--- src/hdl/glif_pkg.sv ---
package glif_pkg;

   localparam int DEFAULT_MAX_GAP = 63;
   localparam int SAMPLE_W        = 32;
   // The difference of two samples needs one bit more than a sample.
   localparam int DIV_W           = SAMPLE_W + 1;
   localparam int DIV_CNT_W       = $clog2(DIV_W);

   typedef enum logic [0:0] {
      CSR_MARKER_MODE  = 1'b0,
      CSR_MARKER_VALUE = 1'b1
   } csr_index_type;

   typedef struct packed {
      logic capture;
      logic gap_inc;
      logic div_start;
      logic div_step;
      logic acc_load;
      logic emit_fill;
      logic emit_cur;
      logic emit_flush;
   } dp_cmd_type;

   typedef struct packed {
      logic missing;
      logic column_end;
      logic have_valid;
      logic gap_zero;
      logic gap_full;
      logic div_done;
      logic fill_last;
      logic flush_last;
      logic slot_free;
   } dp_status_type;

endpackage

--- src/hdl/gap_linear_interpolation_fill.sv ---
// Gap filler for one column of a Q16.16 time series, one sample per input item.
// The req_ channel carries sample, is_nan and column_end; the rsp_ channel carries
// value, filled, error, last_of_run and column_done. Both use valid and stall.
// A missing sample (the NaN flag, or in marker mode instead equality with the
// marker) is held as a count and produces no result item unless it overflows the
// gap or ends the column. The sample that closes a gap releases the fill items and
// then itself. Inner gaps are interpolated, leading gaps are filled with the closing
// sample, trailing gaps with the last valid sample. Overflowing gaps and all-missing
// columns are flushed flat with error set. The block works on one item at a time.
// For an inner gap the bit-serial divider sets the step size once per gap, after
// which the fill values come out one per cycle while rsp_ does not stall. The
// result item of a sample with no open gap is captured from req_, then written to
// the output register from the decide state, or from S_CUR once it is free.
// A result waiting in the output register does not block the next input item;
// a stall on rsp_ freezes the item in progress until the register drains. Reset
// synchronously clears the column state, configuration and output valid flag.
// The user writes configuration through csr_ only while the block is idle (unchecked).
module gap_linear_interpolation_fill import glif_pkg::*; #(
   parameter int MAX_GAP = DEFAULT_MAX_GAP
) (
   input  logic                       clock,
   input  logic                       reset,
   input  logic                       req_valid,
   output logic                       req_stall,
   input  logic signed [SAMPLE_W-1:0] req_sample,
   input  logic                       req_is_nan,
   input  logic                       req_column_end,
   output logic                       rsp_valid,
   input  logic                       rsp_stall,
   output logic signed [SAMPLE_W-1:0] rsp_value,
   output logic                       rsp_filled,
   output logic                       rsp_error,
   output logic                       rsp_last_of_run,
   output logic                       rsp_column_done,
   input  logic                       csr_we,
   input  logic [0:0]                 csr_index,
   input  logic [SAMPLE_W-1:0]        csr_wdata
);

   dp_cmd_type    cmd;
   dp_status_type status;

   // The controller sequences each item; the datapath holds the column state,
   // the divider, the fill accumulator and the output register.
   glif_ctrl u_ctrl (
      .clock     (clock),
      .reset     (reset),
      .req_valid (req_valid),
      .req_stall (req_stall),
      .status    (status),
      .cmd       (cmd)
   );

   glif_dp #(
      .MAX_GAP (MAX_GAP)
   ) u_dp (
      .clock           (clock),
      .reset           (reset),
      .req_sample      (req_sample),
      .req_is_nan      (req_is_nan),
      .req_column_end  (req_column_end),
      .csr_we          (csr_we),
      .csr_index       (csr_index),
      .csr_wdata       (csr_wdata),
      .rsp_stall       (rsp_stall),
      .rsp_valid       (rsp_valid),
      .rsp_value       (rsp_value),
      .rsp_filled      (rsp_filled),
      .rsp_error       (rsp_error),
      .rsp_last_of_run (rsp_last_of_run),
      .rsp_column_done (rsp_column_done),
      .cmd             (cmd),
      .status          (status)
   );

endmodule

--- src/hdl/glif_dp.sv ---
module glif_dp import glif_pkg::*; #(
   parameter int MAX_GAP = DEFAULT_MAX_GAP
) (
   input  logic                       clock,
   input  logic                       reset,
   input  logic signed [SAMPLE_W-1:0] req_sample,
   input  logic                       req_is_nan,
   input  logic                       req_column_end,
   input  logic                       csr_we,
   input  logic [0:0]                 csr_index,
   input  logic [SAMPLE_W-1:0]        csr_wdata,
   input  logic                       rsp_stall,
   output logic                       rsp_valid,
   output logic signed [SAMPLE_W-1:0] rsp_value,
   output logic                       rsp_filled,
   output logic                       rsp_error,
   output logic                       rsp_last_of_run,
   output logic                       rsp_column_done,
   input  dp_cmd_type                 cmd,
   output dp_status_type              status
);

   localparam int GAP_W = $clog2(MAX_GAP + 1);
   localparam int DEN_W = GAP_W + 1;

   logic                       mode_ff;
   logic [SAMPLE_W-1:0]        marker_ff;
   logic signed [SAMPLE_W-1:0] cur_ff;
   logic                       end_ff;
   logic                       missing_ff;
   logic signed [SAMPLE_W-1:0] last_ff;
   logic                       have_ff;
   logic [GAP_W-1:0]           gap_ff;
   logic [GAP_W-1:0]           idx_ff;
   logic [DIV_W-1:0]           div_num_ff;
   logic [DEN_W-1:0]           div_rem_ff;
   logic [DIV_CNT_W-1:0]       div_cnt_ff;
   logic                       neg_ff;
   logic [DIV_W-1:0]           acc_q_ff;
   logic [DEN_W-1:0]           acc_r_ff;
   logic                       rsp_valid_ff;
   logic [SAMPLE_W-1:0]        rsp_value_ff;
   logic                       rsp_filled_ff;
   logic                       rsp_error_ff;
   logic                       rsp_last_ff;
   logic                       rsp_done_ff;

   logic                       req_missing;
   logic [DEN_W-1:0]           den;
   logic [DIV_W-1:0]           delta;
   logic [DIV_W-1:0]           delta_abs;
   logic [DEN_W:0]             trial;
   logic                       trial_ge;
   logic [DEN_W-1:0]           rem_in;
   logic [DEN_W:0]             sum_r;
   logic                       wrap;
   logic [DEN_W-1:0]           acc_r_in;
   logic [DIV_W-1:0]           acc_q_in;
   logic [DEN_W:0]             half_sum;
   logic [DIV_W-1:0]           q_round;
   logic [SAMPLE_W+1:0]        base;
   logic [SAMPLE_W+1:0]        interp_sum;
   logic [SAMPLE_W-1:0]        fill_value;
   logic [SAMPLE_W-1:0]        flush_value;
   logic                       flush_err;
   logic                       gap_full;
   logic                       fill_last;
   logic                       flush_last;
   logic                       slot_free;

   assign req_missing = mode_ff ? (req_sample == marker_ff) : req_is_nan;
   assign den         = DEN_W'(gap_ff) + DEN_W'(1);

   // Distance between the two neighbors of an inner gap, kept as sign and magnitude.
   assign delta     = {cur_ff[SAMPLE_W-1], cur_ff} - {last_ff[SAMPLE_W-1], last_ff};
   assign delta_abs = delta[DIV_W-1] ? (~delta + DIV_W'(1)) : delta;

   // One restoring divide step per cycle; the dividend register fills with quotient bits.
   assign trial    = {div_rem_ff, div_num_ff[DIV_W-1]};
   assign trial_ge = trial >= {1'b0, den};
   assign rem_in   = trial_ge ? DEN_W'(trial - {1'b0, den}) : trial[DEN_W-1:0];

   // The accumulator holds i*|delta| as quotient and remainder over den.
   assign sum_r    = {1'b0, acc_r_ff} + {1'b0, div_rem_ff};
   assign wrap     = sum_r >= {1'b0, den};
   assign acc_r_in = wrap ? DEN_W'(sum_r - {1'b0, den}) : sum_r[DEN_W-1:0];
   assign acc_q_in = acc_q_ff + div_num_ff + DIV_W'(wrap);

   // Round half away from zero: bump the magnitude when remainder + den/2 reaches den.
   assign half_sum   = {1'b0, acc_r_ff} + {2'b00, den[DEN_W-1:1]};
   assign q_round    = acc_q_ff + DIV_W'(half_sum >= {1'b0, den});
   assign base       = {{2{last_ff[SAMPLE_W-1]}}, last_ff};
   assign interp_sum = neg_ff ? (base - {1'b0, q_round}) : (base + {1'b0, q_round});

   // A leading gap has no left neighbor and is filled flat with the closing sample.
   assign fill_value  = have_ff ? interp_sum[SAMPLE_W-1:0] : cur_ff;
   assign flush_value = have_ff ? last_ff : '0;
   assign gap_full    = gap_ff == GAP_W'(MAX_GAP);
   assign flush_err   = gap_full || !have_ff;
   assign fill_last   = ({1'b0, idx_ff} + DEN_W'(1)) == {1'b0, gap_ff};
   assign flush_last  = idx_ff == gap_ff;
   assign slot_free   = !rsp_valid_ff || !rsp_stall;

   always_comb begin
      status.missing    = missing_ff;
      status.column_end = end_ff;
      status.have_valid = have_ff;
      status.gap_zero   = gap_ff == '0;
      status.gap_full   = gap_full;
      status.div_done   = div_cnt_ff == DIV_CNT_W'(DIV_W - 1);
      status.fill_last  = fill_last;
      status.flush_last = flush_last;
      status.slot_free  = slot_free;
   end

   always_ff @(posedge clock) begin
      if (reset) begin
         mode_ff   <= 1'b0;
         marker_ff <= '0;
      end else if (csr_we) begin
         unique case (csr_index_type'(csr_index))
            CSR_MARKER_MODE:  mode_ff   <= csr_wdata[0];
            CSR_MARKER_VALUE: marker_ff <= csr_wdata;
            default:          mode_ff   <= mode_ff;
         endcase
      end
   end

   always_ff @(posedge clock) begin
      if (cmd.capture) begin
         cur_ff     <= req_sample;
         end_ff     <= req_column_end;
         missing_ff <= req_missing;
      end
   end

   always_ff @(posedge clock) begin
      if (reset) begin
         last_ff <= '0;
         have_ff <= 1'b0;
         gap_ff  <= '0;
      end else if (cmd.gap_inc) begin
         gap_ff <= gap_ff + GAP_W'(1);
      end else if (cmd.emit_cur) begin
         gap_ff  <= '0;
         last_ff <= end_ff ? '0 : cur_ff;
         have_ff <= !end_ff;
      end else if (cmd.emit_flush && flush_last) begin
         gap_ff <= '0;
         if (end_ff) begin
            last_ff <= '0;
            have_ff <= 1'b0;
         end
      end
   end

   always_ff @(posedge clock) begin
      if (cmd.capture) begin
         idx_ff <= '0;
      end else if (cmd.emit_fill || cmd.emit_flush) begin
         idx_ff <= idx_ff + GAP_W'(1);
      end
   end

   always_ff @(posedge clock) begin
      if (cmd.div_start) begin
         div_num_ff <= delta_abs;
         div_rem_ff <= '0;
         div_cnt_ff <= '0;
         neg_ff     <= delta[DIV_W-1];
      end else if (cmd.div_step) begin
         div_num_ff <= {div_num_ff[DIV_W-2:0], trial_ge};
         div_rem_ff <= rem_in;
         div_cnt_ff <= div_cnt_ff + DIV_CNT_W'(1);
      end
   end

   always_ff @(posedge clock) begin
      if (cmd.acc_load) begin
         acc_q_ff <= div_num_ff;
         acc_r_ff <= div_rem_ff;
      end else if (cmd.emit_fill) begin
         acc_q_ff <= acc_q_in;
         acc_r_ff <= acc_r_in;
      end
   end

   always_ff @(posedge clock) begin
      if (reset) begin
         rsp_valid_ff <= 1'b0;
      end else if (cmd.emit_fill || cmd.emit_cur || cmd.emit_flush) begin
         rsp_valid_ff <= 1'b1;
      end else if (!rsp_stall) begin
         rsp_valid_ff <= 1'b0;
      end
   end

   always_ff @(posedge clock) begin
      if (cmd.emit_fill) begin
         rsp_value_ff  <= fill_value;
         rsp_filled_ff <= 1'b1;
         rsp_error_ff  <= 1'b0;
         rsp_last_ff   <= 1'b0;
         rsp_done_ff   <= 1'b0;
      end else if (cmd.emit_cur) begin
         rsp_value_ff  <= cur_ff;
         rsp_filled_ff <= 1'b0;
         rsp_error_ff  <= 1'b0;
         rsp_last_ff   <= 1'b1;
         rsp_done_ff   <= end_ff;
      end else if (cmd.emit_flush) begin
         rsp_value_ff  <= flush_value;
         rsp_filled_ff <= 1'b1;
         rsp_error_ff  <= flush_err;
         rsp_last_ff   <= flush_last;
         rsp_done_ff   <= flush_last && end_ff;
      end
   end

   assign rsp_valid       = rsp_valid_ff;
   assign rsp_value       = rsp_value_ff;
   assign rsp_filled      = rsp_filled_ff;
   assign rsp_error       = rsp_error_ff;
   assign rsp_last_of_run = rsp_last_ff;
   assign rsp_column_done = rsp_done_ff;

endmodule

--- src/hdl/glif_ctrl.sv ---
module glif_ctrl import glif_pkg::*; (
   input  logic          clock,
   input  logic          reset,
   input  logic          req_valid,
   output logic          req_stall,
   input  dp_status_type status,
   output dp_cmd_type    cmd
);

   typedef enum logic [2:0] {
      S_IDLE,
      S_DECIDE,
      S_DIV,
      S_PREP,
      S_FILL,
      S_CUR,
      S_FLUSH
   } state_type;

   state_type state_ff;
   state_type state_in;

   always_comb begin
      cmd      = '0;
      state_in = state_ff;
      unique case (state_ff)
         S_IDLE: begin
            if (req_valid) begin
               cmd.capture = 1'b1;
               state_in    = S_DECIDE;
            end
         end
         S_DECIDE: begin
            priority if (status.missing) begin
               if (status.gap_full || status.column_end) begin
                  state_in = S_FLUSH;
               end else begin
                  cmd.gap_inc = 1'b1;
                  state_in    = S_IDLE;
               end
            end else if (status.gap_zero) begin
               if (status.slot_free) begin
                  cmd.emit_cur = 1'b1;
                  state_in     = S_IDLE;
               end else begin
                  state_in = S_CUR;
               end
            end else if (status.have_valid) begin
               cmd.div_start = 1'b1;
               state_in      = S_DIV;
            end else begin
               state_in = S_FILL;
            end
         end
         S_DIV: begin
            cmd.div_step = 1'b1;
            if (status.div_done) begin
               state_in = S_PREP;
            end
         end
         S_PREP: begin
            cmd.acc_load = 1'b1;
            state_in     = S_FILL;
         end
         S_FILL: begin
            if (status.slot_free) begin
               cmd.emit_fill = 1'b1;
               if (status.fill_last) begin
                  state_in = S_CUR;
               end
            end
         end
         S_CUR: begin
            if (status.slot_free) begin
               cmd.emit_cur = 1'b1;
               state_in     = S_IDLE;
            end
         end
         S_FLUSH: begin
            if (status.slot_free) begin
               cmd.emit_flush = 1'b1;
               if (status.flush_last) begin
                  state_in = S_IDLE;
               end
            end
         end
         default: begin
            state_in = S_IDLE;
         end
      endcase
   end

   always_ff @(posedge clock) begin
      if (reset) begin
         state_ff <= S_IDLE;
      end else begin
         state_ff <= state_in;
      end
   end

   assign req_stall = state_ff != S_IDLE;

endmodule

--- config.mk ---
export PLATFORM = sky130hd
export DESIGN_NAME = gap_linear_interpolation_fill
export DESIGN_NICKNAME = d
export VERILOG_FILES = /design/src/hdl/glif_pkg.sv /design/src/hdl/gap_linear_interpolation_fill.sv /design/src/hdl/glif_dp.sv /design/src/hdl/glif_ctrl.sv
export SDC_FILE = /design/constraint.sdc
export NUM_CORES = 1
export LEC_CHECK = 0
export BUFFER_PORTS_ARGS = -buffer_cell sky130_fd_sc_hd__buf_2
export CAP_MARGIN = 5
export CORE_MARGIN = 2
export CORE_UTILIZATION = 50
export DETAILED_ROUTE_END_ITERATION = 10
export GPL_TIMING_DRIVEN = 0
export HOLD_SLACK_MARGIN = 0.06
export MAX_ROUTING_LAYER = met4
export PLACE_DENSITY = 0.68
export SLEW_MARGIN = 30
export SYNTH_ARGS = -nofsm -noshare
export SYNTH_HDL_FRONTEND = slang
export SYNTH_HIERARCHICAL = 1
export SYNTH_SLANG_ARGS = --single-unit
--- constraint.sdc ---
create_clock -name clock -period 8.75 [get_ports clock]
set_input_delay 0.875 -clock clock [delete_from_list [all_inputs] [get_ports clock]]
set_output_delay 0.875 -clock clock [all_outputs]
set_load 0.01 [all_outputs]
Word-level counts from Yosys, hierarchy flattened. Index checks and enable logic that the tools add are counted.

Register bits after elaboration: 239. Word-level logic and storage cells: 153.

$add $sub $neg: 16. Equality and inequality tests: 19. Order comparisons: 3. Bitwise gates (word level): 3. Muxes and demuxes: 63. Reduce and logical (&&, ||, !) cells: 27.

Operators by type and width (number): 2-to-1 mux 32 bit (10); 2-to-1 mux 33 bit (5); 2-to-1 mux 3 bit (12); adder 33 x 1 -> 33 bit (1); adder 33 x 1 -> 33 bit (second input constant) (1); adder 33 bit (1); NOT 33 bit (1); subtractor 32 x 32 -> 33 bit (1); adder 32 x 1 -> 32 bit (1); adder 32 bit (1); equality test 32 bit (1); subtractor 32 bit (1); 2-to-1 mux 7 bit (4); 2-to-1 mux 1 bit (26); >= comparator 8 x 7 -> 1 bit (3); case mux 3 bit (7 select lines) (1); adder 6 x 1 -> 6 bit (second input constant) (3); 2-to-1 mux 6 bit (3); adder 6 x 1 -> 7 bit (second input constant) (2); subtractor 7 bit (2); equality test 6 bit (second input constant) (2); inequality test 2 x 1 -> 1 bit (second input constant) (6); nonzero test 2 bit (5); equality test 3 bit (second input constant) (3); other kinds (20) (35).

Logic depth before layout (Yosys ltp).
Word-level depth: 9. Depth in mapped cells: 38. Depth with buffers taken out: 35.

Hierarchy. Netlist, hierarchy kept.

Modules (own cells, without submodules): glif_dp (cells each 2135, area an instance 18387.6 um^2, times used 1); glif_ctrl (cells each 44, area an instance 309.0 um^2, times used 1).

Least setup slack after synthesis. No wires, ideal clock.

Kind: reg2reg. Start: register u_dp.gap_ff[1]. End: register u_dp.rsp_value_ff[31], in the netlist u_dp/rsp_value[31], data pin. Arrival: 7012 ps. Path buffers: 3. Period minus slack after synthesis: 7286 ps. Slack: 1464 ps. Cell stages (with the launch flop): 38. Path through: dfxtp_1 clkbuf_1 inv_1 ha_1 ha_1 fa_1 xor2_1 ha_1 nor2b_1 o21ai_0 nand2b_1 a21oi_1 nor2b_1 o21ai_0 nand2_1 ha_1 ha_1 and4_1 (+2 left out) xor2_1 nor3b_1 and2_1 and4b_1 clkbuf_1 or2_2 xnor2_1 ha_1 o21a_1 o21ai_0 or2_2 a2111oi_0 o21ai_0 a21boi_0 o41ai_1 o21ai_0 xnor2_1 o221ai_1.

Cells in the longest elaborated chain, start to end: 8. Elaborated cells on any way between the ends: 14.

Ends and longest elaborated chain: start: declaration (RTL line glif_dp.sv:33) `logic [GAP_W-1:0] gap_ff;`; start signal: assignment (RTL line glif_dp.sv:143) `gap_ff <= gap_ff + GAP_W'(1);`; adder 6 x 1 -> 7 bit (RTL line glif_dp.sv:72) `assign den = DEN_W'(gap_ff) + DEN_W'(1);`; adder 7 x 6 -> 8 bit (RTL line glif_dp.sv:90) `assign half_sum = {1'b0, acc_r_ff} + {2'b00, den[DEN_W-1:1]};`; >= comparator 8 x 7 -> 1 bit (RTL line glif_dp.sv:91) `assign q_round = acc_q_ff + DIV_W'(half_sum >= {1'b0, den});`; adder 32 x 1 -> 32 bit (RTL line glif_dp.sv:91); adder 32 bit / subtractor 32 bit (equally long branches) (RTL line glif_dp.sv:93) `assign interp_sum = neg_ff ? (base - {1'b0, q_round}) : (base + {1'b0, q_round});`; 2-to-1 mux 32 bit (RTL line glif_dp.sv:93); 2-to-1 mux 32 bit (RTL line glif_dp.sv:96) `assign fill_value = have_ff ? interp_sum[SAMPLE_W-1:0] : cur_ff;`; 2-to-1 mux 32 bit (*) (RTL line glif_dp.sv:199) `if (cmd.emit_fill) begin`; end signal: assignment (RTL line glif_dp.sv:200) `rsp_value_ff <= fill_value;`; end signal: assignment (RTL line glif_dp.sv:206) `rsp_value_ff <= cur_ff;`; end signal: assignment (RTL line glif_dp.sv:212) `rsp_value_ff <= flush_value;`; end: declaration (RTL line glif_dp.sv:42) `logic [SAMPLE_W-1:0] rsp_value_ff;`.

Every way passes the cells marked *; elsewhere a longest branch is shown, timed or not. A chain may end at the register's enable or synchronous reset.

Worst setup path after layout. Same ends and word-level chain as after synthesis.

==> flow_summary_export.csv <==
group,metric,value,unit
outcome,status,"finished, final reports clean",
clock_tree,cts_root_buf,"clkbuf_16",
synthesis,synth_common_cells,"nand2_1, nor2_1, a21oi_1, o21ai_0, edfxtp_1",
detailed_routing,wl_per_cell,19.4,µm
detailed_routing,num_vias,16900,
synthesis,syn-num-nets,2396,
power,p_sw,1550,µW
placed_design,port-buffer-count,109,
placed_design,gp_congestion,0.943,
floorplanning,die_h,197,µm
critical_path,critPathKind,"reg -> reg",
final_layout,num_antenna_cells,0,
critical_path,rr_endpoint,"u_dp/rsp_value[31]",
timing,slew_headroom,0.341,
floorplanning,die_area,39000,µm²
final_layout,drive_gt1_frac,0.111,
global_routing,grt_start_max_net_pins,40,
power,swShare,0.361,
synthesis,synth_top_area_cell,"edfxtp_1",
clock_tree,clk_path_buf_depth,3,
timing,tightestPinTransition,0.989,ns
power,pwr_density_cell,206,nW/µm²
power,ir_worst_vdd,213,µV
detailed_routing,first_pass_iters,7,
timing,hold_viol,0,
global_routing,grt_first_pass_wirelength,84700,µm
synthesis,synthCells,2179,
final_layout,nets,2536,
job,max-cap-violations,0,
timing,setup_violations,0,
synthesis,synth_cell_types,89,
clock_tree,ctsHoldBuffers,0,
power,clkPwrFrac,0.270,
global_routing,grt-ovfl-total,0,
floorplanning,core_region_area,36700,µm²
critical_path,start_kind,"flip-flop",
hold_path,min_path_cells,1,
global_routing,antenna_found_initial,0,
clock_tree,path_clk_slew,0.06,ns
critical_path,cp.arrival,8.43,ns
detailed_routing,drt_iter0_markers,1386,
hold_path,worstHoldStart,"u_dp/rsp_last_of_run",
synthesis,synthTopCellsByArea,"edfxtp_1, dfxtp_1, ha_1",
clock_tree,cts_tree,"done",
hold_path,min_to,"u_dp/rsp_last_of_run",
synthesis,yosys_warnings,6,
power,combPwrFrac,0.393,
critical_path,rr_worst_depth,35,
clock_tree,clock_sinks,238,
power,leakage,0.00798,µW
critical_path,cpPeakStageDelay,0.41,ns
detailed_routing,totalWireLength,54500,µm
floorplanning,io_pins,110,
final_layout,fillCellCount,3402,
critical_path,crit_path_max_fanout,10,
critical_path,worstPathRequired,9.02,ns
critical_path,reg2reg_from,"u_dp/gap_ff[1]",
timing,rsz0062_at_grt,"no",
timing,finalCritPeriodShare,0.933,
final_layout,final_util,0.568,
placed_design,hpwlAfterDp,43200,µm
final_layout,syn_to_final_growth,11.6,%
timing,fin_setup_tns,0,ns
synthesis,synth_seq_cells,238,
global_routing,grt_pass1_vias,15800,
critical_path,crit_top_cell,"ha_1",
clock_tree,clk_latency,0.56,ns
clock_tree,cts_buffers,27,
timing,slew_viol_final,0,
power,power_frac_seq,0.337,
timing,max_freq,122,MHz
critical_path,critPathCaptureType,"flip-flop",
detailed_routing,drcViolationCount,0,
clock_tree,htreeDepth,1,
timing,fin_skew,0.0124,ns
floorplanning,die_w,197,µm
detailed_routing,vias_per_cell,6.01,
synthesis,synth-edff-count,139,
synthesis,yosysMostFrequentCell,"nand2_1",
synthesis,async_flop_share,0,
critical_path,worst-r2r-setup-slack,0.58,ns
floorplanning,start_util,0.509,
global_routing,grt_usage,0.284,
synthesis,synth_top_area_frac,0.223,
synthesis,ys_seq_area_frac,0.329,
power,internal_power,2740,µW
critical_path,cp_slowest_cell,"fa_1",
floorplanning,rows,70,
detailed_routing,ant_nets,0,
hold_path,hp-class,"reg -> reg",
timing,period_needed,8.17,ns
synthesis,synth.cell_area,18700,µm²
synthesis,ys.flop_type,"edfxtp_1",
synthesis,synth_area_per_cell,8.58,µm²
[metrics by stage]
step	setup WS [ns]	area [µm²]	instances	power (µW)	hold slack [ns]
after global placement	-0.323	19800	2756	3070	0.433
after global routing	0.0125	20900	2808	4570	0.486
after detailed placement	-0.459	19900	2757	3130	0.442
after CTS	0.0000222	20800	2807	4300	0.462
after floorplan	1.46	18700	2179	2700	0.448
final	0.584	20900	2808	4290	0.459
[layout by cell type (no fill, tap or decap), types with 15 or more instances in the layout]
| cell type | instances |
|---|---|
| a211oi_1 | 17 |
| a21o_1 | 39 |
| a21oi_1 | 178 |
| a22o_1 | 22 |
| a22oi_1 | 39 |
| a31oi_1 | 20 |
| and2_1 | 19 |
| and3_1 | 16 |
| buf_2 | 124 |
| clkbuf_1 | 81 |
| clkbuf_16 | 28 |
| dfxtp_1 | 98 |
| edfxtp_1 | 139 |
| ha_1 | 136 |
| inv_1 | 103 |
| mux2_2 | 21 |
| mux2i_1 | 18 |
| nand2_1 | 210 |
| nand2b_1 | 28 |
| nand3_1 | 53 |
| nand4_1 | 33 |
| nor2_1 | 194 |
| nor2b_1 | 26 |
| nor3_1 | 34 |
| o211ai_1 | 17 |
| o21ai_0 | 142 |
| o21bai_1 | 15 |
| or3_1 | 19 |
| xnor2_1 | 123 |
| xor2_1 | 101 |
[how the worst max path moves through the flow]
stage / slack, ns / depth (start not counted) / start / end
6_report: 0.58 / 35 / u_dp/gap_ff[1] / u_dp/rsp_value[31]
5_1_grt: 0.01 / 35 / u_dp/gap_ff[1] / u_dp/rsp_value[31]
4_1_cts: 0.00002 / 36 / u_dp/gap_ff[1] / u_dp/rsp_value[31]
3_5_place_dp: -0.46 / 36 / u_dp/gap_ff[1] / u_dp/rsp_value[31]
3_3_place_gp: -0.32 / 37 / u_dp/gap_ff[2] / u_dp/rsp_value[31]
2_1_floorplan: 1.46 / 37 / u_dp/gap_ff[1] / u_dp/rsp_value[31]
[state kept, by name, summed over array words and instances, names as in the netlist, 3 cells and up]
register and cells:
u_dp/acc_r_ff 7, u_dp/last_ff 32, u_ctrl/state_ff 3, u_dp/div_cnt_ff 6, u_dp/idx_ff 6, u_dp/div_num_ff 33
u_dp/marker_ff 32, u_dp/div_rem_ff 7, u_dp/rsp_value 32, u_dp/acc_q_ff 32, u_dp/cur_ff 32, u_dp/gap_ff 6
[cells by family (layout without fill, tap and decap cells)]
logic type,after synthesis,in the layout,share of synthesized area
DFF,238,238,0.329
buffers and inverters,210,371,0.0450
adders and majority gates,145,145,0.100
AOI/OAI and AO/OA,615,615,0.214
xor gates and xnor gates,227,227,0.106
muxes,40,40,0.0231
and+or+nand+nor,704,704,0.182
[layout make-up]
class                           instances  area (µm²)  share of cell area
Multi-Input combinational cell       1731       11800               0.565
Clock inverter                         15         144             0.00690
Tap cell                              468         586              0.0281
Buffer                                103         444              0.0213
Inverter                              104         390              0.0187
Sequential cell                       238        6160               0.295
Clock buffer                           35         752              0.0360
Timing Repair Buffer                  114         603              0.0289
[per-layer routing]
metal | up-vias | part of all wire | global-route usage
met5 | - | 0 | -
met4 | 0 | 0.022 | 0.0652
met3 | 75 | 0.056 | 0.0352
met2 | 482 | 0.49 | 0.485
met1 | 8128 | 0.44 | 0.360
li1 | 8202 | - | -
[power groups by stage]
stage	sequential (µW)	clock [µW]	combinational [µW]
floorplan	1450	0	1260
global placement	1470	0	1600
detailed placement	1470	0	1660
CTS	1450	1180	1680
global route	1460	1220	1890
finish	1450	1160	1690
[what timing repair did]
item / 4_1_cts / 5_1_grt
buffers inserted: 0 / 4
resized for setup: 7 / 15
hold endpoints to repair: 0 / 0
pin swaps: 0 / 2
endpoints found under the setup margin: 3 / 10
[critical path: cells and delay by family, from the launching register on]
kind,cells,cell delay (ns)
xor gates and xnor gates,3,0.46
DFF,1,0.33
adders and majority gates,7,2.17
and+or+nand+nor,6,1.50
buffers and inverters,4,0.72
AOI/OAI and AO/OA,15,2.71
Power figures use the tool's default switching activity.
